**src/rtl/core/medd_ram.sv**
```systemverilog
`default_nettype none

module medd_ram #(
	parameter int WIDTH  = 8,
	parameter int DEPTH  = 16,
	parameter int ADDR_W = (DEPTH > 1) ? $clog2(DEPTH) : 1
) (
	input  wire logic              clk,
	input  wire logic              we,
	input  wire logic [ADDR_W-1:0] waddr,
	input  wire logic [WIDTH-1:0]  wdata,
	input  wire logic              re,
	input  wire logic [ADDR_W-1:0] raddr,
	output logic      [WIDTH-1:0]  rdata
);

	logic [WIDTH-1:0] mem_q [DEPTH];

	always_ff @(posedge clk) begin
		if (we) begin
			mem_q[waddr] <= wdata;
		end
		if (re) begin
			rdata <= mem_q[raddr];
		end
	end

endmodule

`default_nettype wire

```
**config.mk**
```make
export PLATFORM = sky130hd
export DESIGN_NAME = medd_ram
export DESIGN_NICKNAME = d
export VERILOG_FILES = /design/src/rtl/core/medd_ram.sv
export SDC_FILE = /design/constraint.sdc
export NUM_CORES = 1
export LEC_CHECK = 0
export ABC_AREA = 1
export BUFFER_PORTS_ARGS = -buffer_cell sky130_fd_sc_hd__buf_4
export CORE_MARGIN = 2
export CORE_UTILIZATION = 42
export CTS_CLUSTER_SIZE = 20
export DETAILED_ROUTE_END_ITERATION = 7
export PLACE_DENSITY_LB_ADDON = 0.3
export SLEW_MARGIN = 30
export SYNTH_ARGS = -nofsm -noshare
export SYNTH_HDL_FRONTEND = slang
export SYNTH_SLANG_ARGS = --single-unit
```
**constraint.sdc**
```tcl
create_clock -name clk -period 2.1 [get_ports clk]
set_input_delay 0.105 -clock clk [delete_from_list [all_inputs] [get_ports clk]]
set_output_delay 0.105 -clock clk [all_outputs]
set_load 0.01 [all_outputs]
```
== Yosys cells after proc, flatten, opt, wreduce, memory -nomap -nowiden ==
Memory sizes are Yosys's and may differ from the RTL's. A register that Yosys moved wholly into a read port is not among the register bits.
Cells that the tools add are included.

* Bits of input ports: 19
* Logic and storage cells: 3
* Memory bits (writable): 128
* Output and inout port bits: 8
* Register bits after elaboration: 0
* Memories: 1

{| class="wikitable"
|+ Memories
! memory !! words !! width !! rd ports !! clocked after Yosys merged registers in !! wr ports !! line !! text
|-
| mem_q || 16 || 8 || 1 || 1 || 1 || 17 || <nowiki>logic [WIDTH-1:0] mem_q [DEPTH];</nowiki>
|}

* Mux-type cells: 2

{| class="wikitable"
|+ Operators by type and width
! cell !! number
|-
| 1-bit two-way mux || 2
|}

== Logic depth before layout (Yosys ltp) ==
* Word-level depth: 2
* Gate-level depth with buffers: 8
* Depth with buffers taken out: 7

== Worst setup path before layout ==
Ideal clock, no wire load.

* Path type: input -> register
* From: in waddr[2]
* To: mem mem_q[10][0] (enable)
* Slack: 1.044 ns
* Cell stages on the path: 2
* Data required time: 1.730 ns
* Arrival: 0.686 ns
* Setup time: 0.370 ns
* Cell sequence: nand3b_1 nor2_1

{| class="wikitable"
|+ RTL lines
! element !! line !! text
|-
| start: declaration || 10 || <nowiki>input wire logic [ADDR_W-1:0] waddr,</nowiki>
|-
| end: declaration || 17 ||
|}

Straight into the memory's write port.

==> results summary <==
The flow ran to the end, and the final reports show no timing, DRC or antenna violations. The layout overhead on the synthesized area came out at 15.9%. The post-synthesis sequential area ratio is 0.698. The area enclosed by the die boundary is 14,900 µm². For the worst-skew pair, the clock arrives at the later sink with an insertion delay of 0.41 ns. Summed over all cells, the static leakage comes to 2.91 nW. The mean area per synthesized cell came out at 10.6 µm².

The number of cells on the worst reg-to-reg path is 6. The number of nets in the synthesized netlist is 570. In the post-synthesis netlist, the biggest area contributors are edfxtp_1 (70%), nand2_1 (11%), nand3_1 (8.3%). The via density per instance is 4.83. The die is 122 µm wide. The data arrival time at the worst-slack endpoint came out at 1.30 ns.

The total clock buffers created by CTS is 17. The number of diodes added for antenna fixing came out at 0. After clock tree synthesis, the clock-pin slew on the worst setup and hold paths is 0.05 ns.

The first-pass GRT wire length came out at 19,300 µm. The fraction of layout cells with a size suffix above 1 is 0.111. The post-route fraction of the period consumed by the critical path came out at 0.541. The number of rows created at floorplan came out at 43. The post-CTS repair timing setup buffer count came out at 0. The worst register-to-register path ends at rdata[2]. The number of failing hold endpoints at the final stage is 0. The count of filler cells inserted in the layout came out at 1,223. Dividing the detail-routed wire length by the instance count gives 15.7 µm. The smallest setup slack after layout came out at 0.965 ns. Setup repair after global routing left no endpoint under its margin. The delay of the slowest cell on the worst path came out at 0.35 ns. Power spread over the standard cell area amounts to 889 nW/µm². The worst setup path is launched from a primary input. Clock tree synthesis selected as its root buffer the cell clkbuf_16.

The number of design-rule violations left by the first detailed-router iteration came out at 347. The classification of the worst setup path is in -> reg. The required time reported for the critical path endpoint is 2.26 ns. The number of antenna violations at the first check in global routing is 0. The HPWL after detailed placement is 7540 µm. The starting density of the core is 0.426. The clock tree synthesis step divided the H-tree into 4 levels. The total via count in the routed design is 3,777. The share of synthesized area in the top cell type comes to 0.698. The via count of the first global-routing pass is 3,652. The pin count of the biggest net entering global routing came out at 65. The number of placed I/O pins came out at 27. Setup violations remaining at the end of the flow were counted as 0. The number of gates given a new drive strength after cts came out at 0. The standard cell core area is 13,700 µm². The cell seen most often among critical-path stages is nand3_1. The most critical setup path has its endpoint at rdata[2]. Across every metal layer, demand over resource in global routing totals 0.177. The synthesis-stage register bit count is 136. Counting both buffers and inverters, the worst setup path holds a total of 2.

The slew of the pin with the lowest slew margin is 0.667 ns. The total iterations of the first detailed-routing run is 6. Max-cap violations in this run came to 0. The maximum ir drop on the vdd rail came out at 503 µV. The total routed wirelength came out at 12,300 µm. The number of slew-limit violations in the final report came out at 0.

TritonCTS built the clock tree. Headroom to the max-slew limit came out at 0.555. Yosys printed 0 warnings. The signal on the critical path passes through buf_4 > inv_2 > nand3_1 > nand3_1 > nand3_1 > nand2_1. The final net count came out at 610. The worst setup path is captured at a flip-flop.

The peak clock frequency supported by timing is 881 MHz. The setup check on the worst reg-to-reg path leaves a slack of 1.01 ns. In this run the vertical extent of the chip is 122 µm. The clock net in this run drives a total of 136 sinks. Once detail routing completed, the nets flagged for antenna violations numbered 0. The most critical setup path has its startpoint at raddr[1]. In the routed design, unresolved DRC markers number 0.

The largest total area in the synthesized netlist belongs to edfxtp_1. The startpoint identified for the worst register-to-register timing path is mem_q[1][2]. The post-layout minimum cycle time is 1.14 ns. The unique cell type count in the Yosys netlist is 11. Global routing finished with a remaining overflow of 0. For this design, the slowest cell found on the critical path is inv_2.

The quantity of I/O buffers inserted on ports is 26. The synthesized netlist occupies a cell area of 5850 µm². The last weighted congestion value of the routability-driven placer came out at 0.821. Broken down by cell family, the worst path's largest delay share belongs to buffers and inverters.

The worst slack after detailed placement came out at 0.535 ns. The synthesized instance count came out at 551. The path class of the tightest hold or removal check is in -> reg. The depth of the critical timing path with buffers and inverters included came out at 6.

For the final routed database, the setup TNS stands at 0 ns. The maximum net fanout on the critical path came out at 33. The buffer depth of the longest clock path came out at 2. Across the routed clock network, the largest skew measured is 0.00566 ns.
==> worst register-to-register path, stage by stage, from the launching register on <==
cell and delay [ns]:
edfxtp_1 0.36, inv_1 0.06, nand2_1 0.04, nand3_1 0.09, nand3_1 0.11, nand3_1 0.12, nand2_1 0.06
==> Yosys cell counts (all sizes together) <==
cell / number
inv: 102
edfxtp: 136
buf: 24
nand2: 173
nand3b: 2
nand3: 97
nor2: 17
==> cell type report <==
type,instances,area (µm²),area share
clock buffers,24,452,0.0667
inverters,102,383,0.0565
flip-flops and latches,136,4080,0.603
repair buffers,45,365,0.0539
well taps,180,225,0.0332
multi-input cells,289,1210,0.179
clock inverters,6,52.6,0.00776
==> metal layers <==
layer	vias to the layer above	track usage	part of all wire
met5	-	0	0
met1	1794	0.227	0.45
met3	21	0.0445	0.049
met4	0	0.0783	0.021
met2	101	0.284	0.48
li1	1861	-	-
==> cell families (layout without fill, tap and decap cells) <==
logic type / Yosys count / count (layout) / share of synthesized area
AND/OR/NAND/NOR: 289 / 289 / 0.208
flip-flops: 136 / 136 / 0.698
buffers and inverters: 126 / 177 / 0.0939
==> what timing repair did <==
| item | CTS | global route |
|---|---|---|
| setup endpoints to repair | 0 | 0 |
| hold buffers | 1 | 0 |
| endpoints found under the hold margin | 1 | 0 |
==> how the worst min path moves through the flow <==
stage                     startpoint      endpoint  slack (ns)  cells after the start
after floorplan             wdata[0]   mem_q[0][0]        0.20                      0
after global placement      wdata[4]   mem_q[7][4]        0.43                      1
after detailed placement    wdata[6]  mem_q[12][6]        0.43                      1
after CTS                   wdata[6]  mem_q[13][6]       0.004                      1
after global routing        wdata[6]  mem_q[13][6]        0.01                      1
final                       wdata[6]  mem_q[12][6]        0.01                      1
==> where the power goes <==
group / internal, W / leakage, nW / switching (W) / total, W
sequential: 0.00306 / 1.24 / 0.0000189 / 0.00308
combinational: 0.000122 / 1.43 / 0.000247 / 0.000369
clock: 0.00160 / 0.247 / 0.000980 / 0.00258
total: 0.00478 / 2.91 / 0.00125 / 0.00602
==> cells in the final DEF (no fill, tap or decap) <==
cell type / Yosys / routed
nand2_1: 173 / 173
edfxtp_1: 136 / 136
inv_1: 100 / 100
nand3_1: 97 / 97
buf_4: 4 / 42
nor2_1: 17 / 17
clkbuf_16: 0 / 17
clkbuf_1: 0 / 7
clkinv_2: 0 / 3
inv_2: 2 / 2
nand3b_1: 2 / 2
clkinv_1: 0 / 2
buf_12: 0 / 2
bufinv_16: 0 / 1
dlygate4sd3_1: 0 / 1
==> registers in the layout, summed over array words and instances, names as in the netlist <==
register / count
mem_q: 128
rdata: 8
==> per-stage QoR <==
step	cells	total power (W)	instance area [µm²]	hold slack, ns	util
after floorplan	551	0.00335	5850	0.204	-
after global placement	751	0.00350	6260	0.427	0.456
after detailed placement	751	0.00350	6260	0.430	0.456
after CTS	782	0.00606	6780	0.00354	0.494
after global routing	782	0.00623	6780	0.0103	0.494
final	782	0.00602	6780	0.0150	0.494
Note: power is estimated with default switching activity, not from simulation.
